[src/rtl/core/mstg_pkg.sv]
`default_nettype none
// ----------------------------------------------------------------------------
// mstg_pkg
// Shared types, constants and the note divider table of the stepper tone
// generator.
// ----------------------------------------------------------------------------
package mstg_pkg;

	localparam int CHANNELS   = 10;
	localparam int CH_W       = $clog2(CHANNELS);
	localparam int NOTE_COUNT = 60;
	localparam int NOTE_W     = 6;
	localparam int CHAN_IN_W  = 7;
	localparam int LEVEL_W    = 10;
	localparam int TICK_W     = 31;
	localparam int DIV_W      = 8;
	localparam int CNT_W      = 10;
	localparam int ADDR_W     = 4;
	localparam int DATA_W     = 32;
	localparam int DIGITS     = 4;
	localparam int DIG_W      = 2;

	localparam logic [15:0]      INIT_TICKS_RST = 16'd16000;
	localparam logic [7:0]       STEP_LIMIT_RST = 8'd140;
	localparam logic [7:0]       INIT_DIV_RST   = 8'd45;
	localparam logic [CNT_W-1:0] STEP_MAX       = 10'd1023;

	typedef enum logic [1:0] {
		REG_INIT_TICKS = 2'd0,
		REG_STEP_LIMIT = 2'd1,
		REG_INIT_DIV   = 2'd2
	} reg_idx_t;

	localparam logic [DIV_W-1:0] NOTE_ROM [NOTE_COUNT] = '{
		8'd1,   8'd1,   8'd1,   8'd1,   8'd1,   8'd1,   8'd1,   8'd1,   8'd1,   8'd1,
		8'd1,   8'd1,   8'd1,   8'd1,   8'd1,   8'd1,   8'd1,   8'd1,   8'd1,   8'd1,
		8'd1,   8'd182, 8'd172, 8'd162, 8'd153, 8'd144, 8'd136, 8'd129, 8'd121, 8'd115,
		8'd108, 8'd102, 8'd96,  8'd91,  8'd86,  8'd81,  8'd76,  8'd72,  8'd68,  8'd64,
		8'd61,  8'd57,  8'd54,  8'd51,  8'd48,  8'd45,  8'd43,  8'd40,  8'd38,  8'd36,
		8'd34,  8'd32,  8'd30,  8'd29,  8'd27,  8'd26,  8'd24,  8'd23,  8'd1,   8'd1
	};

	typedef struct packed {
		logic             load;
		logic             note_apply;
		logic             div_en;
		logic [DIG_W-1:0] digit;
		logic [CH_W-1:0]  chan;
		logic             step_apply;
		logic             fin_apply;
		logic             out_load;
	} dp_cmd_t;

	typedef struct packed {
		logic in_is_note;
	} dp_status_t;

	typedef struct packed {
		logic              we;
		logic [1:0]        idx;
		logic [DATA_W-1:0] data;
	} cfg_bus_t;

endpackage
`default_nettype wire

[src/rtl/core/mstg_ctrl.sv]
`default_nettype none
// ----------------------------------------------------------------------------
// mstg_ctrl
// Sequencer: accepts an item, applies a note or walks the channels through
// the remainder unit for a tick, and hands the result to the output register.
// ----------------------------------------------------------------------------
module mstg_ctrl (
	input  wire logic                 clk,
	input  wire logic                 arst_n,
	input  wire logic                 in_valid,
	output logic                      in_ready,
	output logic                      out_valid,
	input  wire logic                 out_ready,
	input  wire mstg_pkg::dp_status_t status,
	output mstg_pkg::dp_cmd_t         cmd
);

	typedef enum logic [2:0] {
		S_IDLE,
		S_NOTE,
		S_DIV,
		S_STEP,
		S_FIN,
		S_OUT
	} state_t;

	state_t                       state_q;
	logic [mstg_pkg::CH_W-1:0]    ch_q;
	logic [mstg_pkg::DIG_W-1:0]   dig_q;
	logic                         out_valid_q;
	logic                         out_free;

	assign out_free  = !out_valid_q || out_ready;
	assign in_ready  = (state_q == S_IDLE);
	assign out_valid = out_valid_q;

	always_comb begin
		cmd            = '0;
		cmd.load       = (state_q == S_IDLE) && in_valid;
		cmd.note_apply = (state_q == S_NOTE);
		cmd.div_en     = (state_q == S_DIV);
		cmd.digit      = dig_q;
		cmd.chan       = ch_q;
		cmd.step_apply = (state_q == S_STEP);
		cmd.fin_apply  = (state_q == S_FIN);
		cmd.out_load   = (state_q == S_OUT) && out_free;
	end

	always_ff @(posedge clk or negedge arst_n) begin
		if (!arst_n) begin
			state_q     <= S_IDLE;
			ch_q        <= '0;
			dig_q       <= '0;
			out_valid_q <= 1'b0;
		end else begin
			if (out_ready)
				out_valid_q <= 1'b0;
			unique case (state_q)
				S_IDLE: begin
					ch_q  <= '0;
					dig_q <= '0;
					if (in_valid)
						state_q <= status.in_is_note ? S_NOTE : S_DIV;
				end
				S_NOTE: state_q <= S_OUT;
				S_DIV: begin
					dig_q <= dig_q + 1'b1;
					if (dig_q == mstg_pkg::DIG_W'(mstg_pkg::DIGITS - 1))
						state_q <= S_STEP;
				end
				S_STEP: begin
					dig_q <= '0;
					if (ch_q == mstg_pkg::CH_W'(mstg_pkg::CHANNELS - 1)) begin
						state_q <= S_FIN;
					end else begin
						ch_q    <= ch_q + 1'b1;
						state_q <= S_DIV;
					end
				end
				S_FIN: state_q <= S_OUT;
				S_OUT: begin
					if (out_free) begin
						out_valid_q <= 1'b1;
						state_q     <= S_IDLE;
					end
				end
				default: state_q <= S_IDLE;
			endcase
		end
	end

endmodule
`default_nettype wire

[src/rtl/core/mstg_dp.sv]
`default_nettype none
// ----------------------------------------------------------------------------
// mstg_dp
// Channel state, configuration registers, byte-serial remainder unit and the
// output register.
// ----------------------------------------------------------------------------
module mstg_dp (
	input  wire logic                                clk,
	input  wire logic                                arst_n,
	input  wire mstg_pkg::dp_cmd_t                   cmd,
	input  wire mstg_pkg::cfg_bus_t                  cfg,
	input  wire logic [1:0]                          rd_idx,
	output logic [mstg_pkg::DATA_W-1:0]              rd_data,
	input  wire logic                                in_cmd,
	input  wire logic [mstg_pkg::NOTE_W-1:0]         in_note,
	input  wire logic [mstg_pkg::CHAN_IN_W-1:0]      in_channel,
	input  wire logic                                in_turn_on,
	output mstg_pkg::dp_status_t                     status,
	output logic [mstg_pkg::LEVEL_W-1:0]             step_levels,
	output logic [mstg_pkg::LEVEL_W-1:0]             dir_levels,
	output logic                                     started
);

	localparam int CH = mstg_pkg::CHANNELS;

	logic [15:0]                    init_ticks_q;
	logic [7:0]                     step_limit_q;
	logic [7:0]                     init_div_q;

	logic [mstg_pkg::TICK_W-1:0]    tick_q;
	logic                           started_q;
	logic [mstg_pkg::DIV_W-1:0]     div_q [CH];
	logic [CH-1:0]                  on_q;
	logic [mstg_pkg::CNT_W-1:0]     cnt_q [CH];
	logic [CH-1:0]                  step_q;
	logic [CH-1:0]                  dir_q;

	logic [mstg_pkg::NOTE_W-1:0]    note_q;
	logic [mstg_pkg::CHAN_IN_W-1:0] chan_q;
	logic                           turn_on_q;

	logic [mstg_pkg::DIV_W-1:0]     rem_q;
	logic [mstg_pkg::DIV_W-1:0]     rem_next;
	logic [mstg_pkg::DIV_W-1:0]     divisor;
	logic [7:0]                     byte_in;
	logic [31:0]                    dividend;
	logic [mstg_pkg::DIG_W-1:0]     byte_sel;

	logic                           fire;
	logic                           flip;
	logic [mstg_pkg::CNT_W-1:0]     cnt_base;
	logic [mstg_pkg::CNT_W-1:0]     cnt_new;
	logic [mstg_pkg::TICK_W-1:0]    tick_next;
	logic                           finish_init;
	logic                           chan_ok;
	logic [mstg_pkg::DIV_W-1:0]     note_div;
	logic [mstg_pkg::CH_W-1:0]      chan_idx;

	assign status.in_is_note = in_cmd;

	always_comb begin
		unique case (rd_idx)
			mstg_pkg::REG_INIT_TICKS: rd_data = {16'd0, init_ticks_q};
			mstg_pkg::REG_STEP_LIMIT: rd_data = {24'd0, step_limit_q};
			mstg_pkg::REG_INIT_DIV:   rd_data = {24'd0, init_div_q};
			default:                  rd_data = '0;
		endcase
	end

	// remainder of tick count by channel divider, one byte per cycle
	assign divisor  = (div_q[cmd.chan] == '0) ? 8'd1 : div_q[cmd.chan];
	assign dividend = {1'b0, tick_q};
	assign byte_sel = mstg_pkg::DIG_W'(mstg_pkg::DIGITS - 1) - cmd.digit;
	assign byte_in  = dividend[8*byte_sel +: 8];

	always_comb begin
		logic [8:0] p;
		logic [7:0] r;
		r = (cmd.digit == '0) ? 8'd0 : rem_q;
		for (int k = 7; k >= 0; k--) begin
			p = {r, byte_in[k]};
			if (p >= {1'b0, divisor})
				p = p - {1'b0, divisor};
			r = p[7:0];
		end
		rem_next = r;
	end

	assign fire     = on_q[cmd.chan] && (rem_q == '0);
	assign flip     = started_q && (cnt_q[cmd.chan] > {2'b00, step_limit_q});
	assign cnt_base = flip ? '0 : cnt_q[cmd.chan];
	assign cnt_new  = (cnt_base < mstg_pkg::STEP_MAX) ? cnt_base + 1'b1 : cnt_base;

	assign tick_next   = tick_q + 1'b1;
	assign finish_init = !started_q && (tick_next > {15'd0, init_ticks_q});

	assign chan_ok  = chan_q < mstg_pkg::CHAN_IN_W'(CH);
	assign chan_idx = chan_q[mstg_pkg::CH_W-1:0];
	assign note_div = (note_q < mstg_pkg::NOTE_W'(mstg_pkg::NOTE_COUNT)) ?
		mstg_pkg::NOTE_ROM[note_q] : 8'd1;

	always_ff @(posedge clk) begin
		if (cmd.load) begin
			note_q    <= in_note;
			chan_q    <= in_channel;
			turn_on_q <= in_turn_on;
		end
		if (cmd.div_en)
			rem_q <= rem_next;
	end

	always_ff @(posedge clk or negedge arst_n) begin
		if (!arst_n) begin
			init_ticks_q <= mstg_pkg::INIT_TICKS_RST;
			step_limit_q <= mstg_pkg::STEP_LIMIT_RST;
			init_div_q   <= mstg_pkg::INIT_DIV_RST;
			tick_q       <= '0;
			started_q    <= 1'b0;
			on_q         <= '1;
			step_q       <= '0;
			dir_q        <= '1;
			for (int i = 0; i < CH; i++) begin
				div_q[i] <= mstg_pkg::INIT_DIV_RST;
				cnt_q[i] <= '0;
			end
			step_levels  <= '0;
			dir_levels   <= '1;
			started      <= 1'b0;
		end else begin
			if (cfg.we) begin
				unique case (cfg.idx)
					mstg_pkg::REG_INIT_TICKS: init_ticks_q <= cfg.data[15:0];
					mstg_pkg::REG_STEP_LIMIT: step_limit_q <= cfg.data[7:0];
					mstg_pkg::REG_INIT_DIV: begin
						init_div_q <= cfg.data[7:0];
						if (!started_q)
							for (int i = 0; i < CH; i++)
								div_q[i] <= cfg.data[7:0];
					end
					default: ;
				endcase
			end
			if (cmd.note_apply && chan_ok) begin
				div_q[chan_idx] <= note_div;
				on_q[chan_idx]  <= turn_on_q;
			end
			if (cmd.step_apply && fire) begin
				step_q[cmd.chan] <= !step_q[cmd.chan];
				if (flip)
					dir_q[cmd.chan] <= !dir_q[cmd.chan];
				cnt_q[cmd.chan] <= cnt_new;
			end
			if (cmd.fin_apply) begin
				tick_q <= tick_next;
				if (finish_init) begin
					started_q <= 1'b1;
					on_q      <= '0;
					dir_q     <= ~dir_q;
					for (int i = 0; i < CH; i++) begin
						div_q[i] <= 8'd1;
						cnt_q[i] <= '0;
					end
				end
			end
			if (cmd.out_load) begin
				step_levels <= step_q;
				dir_levels  <= dir_q;
				started     <= started_q;
			end
		end
	end

endmodule
`default_nettype wire

[src/rtl/core/multichannel_stepper_tone_generator_unit.sv]
`default_nettype none
// ----------------------------------------------------------------------------
// multichannel_stepper_tone_generator_unit
// Ten-channel stepper tone generator with APB configuration registers.
// ----------------------------------------------------------------------------
// One item at a time, with one result per item held in an output register so
// the next item can be taken while a result waits. A note command passes
// through a note-apply state to the output state. For a tick, a shared
// remainder unit works through the tick count one byte a cycle, four bytes
// per channel, followed by one update step per channel and a final step for
// the tick count and end-of-startup update. Registers sit at byte addresses
// 0 (init_ticks), 4 (step_limit) and 8 (init_divider).
module multichannel_stepper_tone_generator_unit (
	input  wire logic                                clk,
	input  wire logic                                arst_n,
	input  wire logic                                psel,
	input  wire logic                                penable,
	input  wire logic                                pwrite,
	input  wire logic [mstg_pkg::ADDR_W-1:0]         paddr,
	input  wire logic [mstg_pkg::DATA_W-1:0]         pwdata,
	output logic [mstg_pkg::DATA_W-1:0]              prdata,
	output logic                                     pready,
	input  wire logic                                in_valid,
	output logic                                     in_ready,
	input  wire logic                                cmd,
	input  wire logic [mstg_pkg::NOTE_W-1:0]         note,
	input  wire logic [mstg_pkg::CHAN_IN_W-1:0]      channel,
	input  wire logic                                turn_on,
	output logic                                     out_valid,
	input  wire logic                                out_ready,
	output logic [mstg_pkg::LEVEL_W-1:0]             step_levels,
	output logic [mstg_pkg::LEVEL_W-1:0]             dir_levels,
	output logic                                     started
);

	mstg_pkg::dp_cmd_t    dp_cmd;
	mstg_pkg::dp_status_t dp_status;
	mstg_pkg::cfg_bus_t   cfg;

	assign pready   = 1'b1;
	assign cfg.we   = psel && penable && pwrite;
	assign cfg.idx  = paddr[3:2];
	assign cfg.data = pwdata;

	mstg_ctrl u_ctrl (
		.clk       (clk),
		.arst_n    (arst_n),
		.in_valid  (in_valid),
		.in_ready  (in_ready),
		.out_valid (out_valid),
		.out_ready (out_ready),
		.status    (dp_status),
		.cmd       (dp_cmd)
	);

	mstg_dp u_dp (
		.clk         (clk),
		.arst_n      (arst_n),
		.cmd         (dp_cmd),
		.cfg         (cfg),
		.rd_idx      (paddr[3:2]),
		.rd_data     (prdata),
		.in_cmd      (cmd),
		.in_note     (note),
		.in_channel  (channel),
		.in_turn_on  (turn_on),
		.status      (dp_status),
		.step_levels (step_levels),
		.dir_levels  (dir_levels),
		.started     (started)
	);

	// a new item is never taken in the cycle after one was accepted
	a_one_at_a_time: assert property (@(posedge clk) disable iff (!arst_n)
		(in_valid && in_ready) |=> !in_ready)
		else $error("input taken while an item is in progress");

	// result fields change only when the output register loads
	a_out_hold: assert property (@(posedge clk) disable iff (!arst_n)
		!dp_cmd.out_load |=> $stable({step_levels, dir_levels, started}))
		else $error("result changed without an output load");

	// startup never restarts
	a_started_sticky: assert property (@(posedge clk) disable iff (!arst_n)
		!$fell(started))
		else $error("started flag cleared");

	// an output load always leaves a valid result
	a_load_valid: assert property (@(posedge clk) disable iff (!arst_n)
		dp_cmd.out_load |=> out_valid)
		else $error("output load without valid result");

endmodule
`default_nettype wire

[config.mk]
export PLATFORM = sky130hd
export DESIGN_NAME = multichannel_stepper_tone_generator_unit
export DESIGN_NICKNAME = d
export VERILOG_FILES = /design/src/rtl/core/mstg_pkg.sv /design/src/rtl/core/mstg_ctrl.sv /design/src/rtl/core/mstg_dp.sv /design/src/rtl/core/multichannel_stepper_tone_generator_unit.sv
export SDC_FILE = /design/constraint.sdc
export NUM_CORES = 1
export LEC_CHECK = 0
export BUFFER_PORTS_ARGS = -buffer_cell sky130_fd_sc_hd__clkbuf_2
export CELL_PAD_IN_SITES_DETAIL_PLACEMENT = 0
export CELL_PAD_IN_SITES_GLOBAL_PLACEMENT = 1
export CORE_MARGIN = 8
export CORE_UTILIZATION = 45
export DETAILED_ROUTE_END_ITERATION = 12
export PLACE_DENSITY = 0.82
export SYNTH_ARGS = -nofsm -noshare
export SYNTH_HDL_FRONTEND = slang
export SYNTH_SLANG_ARGS = --single-unit
[constraint.sdc]
create_clock -name clk -period 55.7 [get_ports clk]
set_input_delay 13.925 -clock clk [delete_from_list [all_inputs] [get_ports clk]]
set_output_delay 13.925 -clock clk [all_outputs]
set_load 0.005 [all_outputs]
==> flow_metrics.tcl <==
set metrics [dict create \
    period_minus_slack_ps 29020 \
    synth.distinct_cells 80 \
    hp-class "flop to flop" \
    synth-edff-count 22 \
    slew_headroom_pct 13.3 \
    path_max_fanout 20 \
    dr.pass1.iters 6 \
    required_ps 41780 \
    cts_tree "done" \
    clock_latency_ps 560 \
    post_cts_resized 0 \
    grt_pass1_vias 17816 \
    numCtsBuffers 38 \
    nNetsFinal 2458 \
    holdPathStages 2 \
    preCtsSetupSlack_ps 26670 \
    regToRegStartpoint "u_ctrl.ch_q[0]" \
    post-route-period-util_pct 52.1 \
    drv_cap 0 \
    path_clk_slew_ps 50 \
    synth_seq_cells 327 \
    fin_skew_ps 17.9 \
    arrival_ps 15100 \
    max_freq_mhz 34.5 \
    hold_start "u_dp.step_q[5]" \
    wl_per_cell_um 20.7 \
    cts_max_level 2 \
    antenna_cells 0 \
    drtAntennaViolNets 0 \
    grt_max_degree 181 \
    grt_pass1_wl_um 97100 \
    num_vias 17976 \
    cts_setup_buffers 0 \
    setup_violations 0 \
    cts_buffer_depth 3 \
    hold_end "u_dp.step_q[5]" \
    die_width_um 234 \
    status "finished clean" \
    ys_warn_count 0 \
    finalHoldViolations 0 \
    synthesis.area_um2 21500 \
    row_count 80 \
    critical_path_class "input port to primary output" \
    grtUsageTotal_pct 22.0 \
    slew_viol_final 0 \
    rsz0062_at_grt "no" \
    viasPerCell 6.12 \
    synthFlopType "dfrtp_1" \
    grt_antenna_before_repair 0 \
    start_util_pct 45.3 \
    layout-drive-gt1-share_pct 17.7 \
    fin_ws_ps 26680 \
    core-area_um2 47400 \
    fin_setup_tns_ps 0 \
    grt-ovfl-total 0 \
    tightest_slew_ps 1290 \
    ys_seq_area_share_pct 39.1 \
    endpoint_kind "primary output" \
    cts-root-buf "clkbuf_16" \
    r2r_setup_slack_ps 33260 \
    first_iter_violations 1786 \
    portBuffers 78 \
    die_area_um2 55000 \
    timing.rr.end "u_dp.rem_q[3]" \
    num_io_pins 114 \
    wl_um 60900 \
    syn_to_final_growth_pct 9.36 \
    synthArstFlopShare_pct 93.3 \
    synthCells 2305 \
    start_kind "input port" \
    gp_congestion 0.889 \
    dp_hpwl_um 40400 \
    r2r_cells 85 \
    cts_hold_buf 0 \
    cts.sinks 327 \
    syn_avg_cell_area_um2 9.32 \
    die_h_um 234 \
    drc_errors 0 \
]
## stage by stage
| step | cell area, µm² | instances | hold WS (ps) | util [%] |
|---|---|---|---|---|
| after floorplan | 21500 | 2320 | 457 | - |
| after global placement | 22200 | 2867 | 477 | 46.9 |
| after detailed placement | 22200 | 2867 | 489 | 46.9 |
| after CTS | 23500 | 2936 | 501 | 49.5 |
| after global routing | 23500 | 2936 | 514 | 49.5 |
| final | 23500 | 2936 | 503 | 49.5 |
## state kept, by name (all words and copies together), names as in the netlist, 10 cells and up
| register | cells |
|---|---|
| u_dp.cnt_q | 100 |
| u_dp.div_q | 80 |
| u_dp.init_ticks_q | 16 |
| u_dp.tick_q | 31 |
| u_dp.dir_q | 10 |
| u_dp.step_q | 10 |
| u_dp.dir_levels | 10 |
| u_dp.step_levels | 10 |
| u_dp.on_q | 10 |
## cells in the mapped netlist, types with 8 or more instances
cell,instances,area share [%]
a211oi_1,108,3.8
a21o_1,23,0.80
a21oi_1,201,4.7
a221oi_1,16,0.65
a22oi_1,11,0.38
a311oi_1,10,0.41
a31oi_1,33,0.96
and2_1,15,0.44
and3_1,18,0.52
buf_1,22,0.38
buf_2,9,0.21
buf_4,18,0.63
clkbuf_1,125,2.2
dfrtp_1,222,26
dfstp_2,83,10
edfxtp_1,22,3.1
fa_1,8,0.75
ha_1,100,5.8
inv_1,76,1.3
mux2_2,90,4.7
mux2i_1,38,1.8
mux4_2,45,4.7
nand2_1,253,4.4
nand2b_1,11,0.32
nand3_1,67,1.6
nand4_1,34,0.99
nor2_1,192,3.4
nor2b_1,33,0.96
nor3_1,43,1.0
nor3b_1,8,0.28
nor4_1,11,0.32
o211ai_1,18,0.63
o21a_1,27,0.94
o21ai_0,100,2.3
o221ai_1,9,0.37
o22ai_1,16,0.47
or3_1,18,0.52
xnor2_1,54,2.2
xor2_1,31,1.3
## critical path: stages
cell      delay (ps)
clkbuf_2         320
nor2b_1          510
nand2_1           90
o21ai_0           90
clkbuf_2         150
## cells in the final DEF (no fill, tap or decap), types with 13 or more instances in the layout
| master | synthesis | routed |
|---|---|---|
| a211oi_1 | 108 | 108 |
| a21o_1 | 23 | 23 |
| a21oi_1 | 201 | 201 |
| a221oi_1 | 16 | 16 |
| a31oi_1 | 33 | 33 |
| and2_1 | 15 | 15 |
| and3_1 | 18 | 18 |
| buf_4 | 18 | 28 |
| clkbuf_1 | 125 | 13 |
| clkbuf_16 | 0 | 40 |
| clkbuf_2 | 0 | 77 |
| conb_1 | 2 | 17 |
| dfrtp_1 | 222 | 219 |
| dfstp_2 | 83 | 83 |
| edfxtp_1 | 22 | 22 |
| ha_1 | 100 | 100 |
| inv_1 | 76 | 76 |
| mux2_2 | 90 | 90 |
| mux2i_1 | 38 | 38 |
| mux4_2 | 45 | 45 |
| nand2_1 | 253 | 252 |
| nand3_1 | 67 | 67 |
| nand4_1 | 34 | 34 |
| nor2_1 | 192 | 190 |
| nor2b_1 | 33 | 33 |
| nor3_1 | 43 | 39 |
| o211ai_1 | 18 | 18 |
| o21a_1 | 27 | 27 |
| o21ai_0 | 100 | 100 |
| o22ai_1 | 16 | 16 |
| or3_1 | 18 | 18 |
| xnor2_1 | 54 | 54 |
| xor2_1 | 31 | 31 |
## worst max path at each step
stage             start        end  slack, ps
3_3_place_gp   paddr[3]  prdata[3]      26670
4_1_cts        paddr[3]  prdata[4]      26670
2_1_floorplan  paddr[3]  prdata[1]      26840
5_1_grt        paddr[3]  prdata[0]      26520
3_5_place_dp   paddr[3]  prdata[2]      26670
6_report       paddr[3]  prdata[5]      26680
## metal layers
layer / vias up / part of all wire [%] / track usage [%]
li1: 8343 / - / -
met4: 0 / 3.9 / 9.54
met1: 8886 / 43 / 29.8
met2: 617 / 47 / 35.3
met3: 130 / 5.9 / 2.82
met5: - / 0 / 0
## area by class of cell
cell class | count | area [µm²]
inverters | 79 | 297
flip-flops and latches | 327 | 8400
multi-input cells | 1739 | 12100
clock buffers | 61 | 1160
clock inverters | 8 | 86.3
repair buffers | 107 | 631
fillers | 4378 | 24000
well taps | 615 | 769
## cell families after synthesis
group | count (synthesis) | share of synthesized area (%)
buffers and inverters | 254 | 4.84
adder cells (fa/ha/maj) | 108 | 6.57
other | 2 | 0.0350
AND/OR/NAND/NOR | 719 | 15.3
XOR/XNOR | 85 | 3.47
flip-flops | 327 | 39.1
AO/OA/AOI/OAI | 634 | 19.3
multiplexers | 176 | 11.4
Power is not shown: default switching activity piles up to over one toggle a cycle in this logic, so the estimate is an artifact.
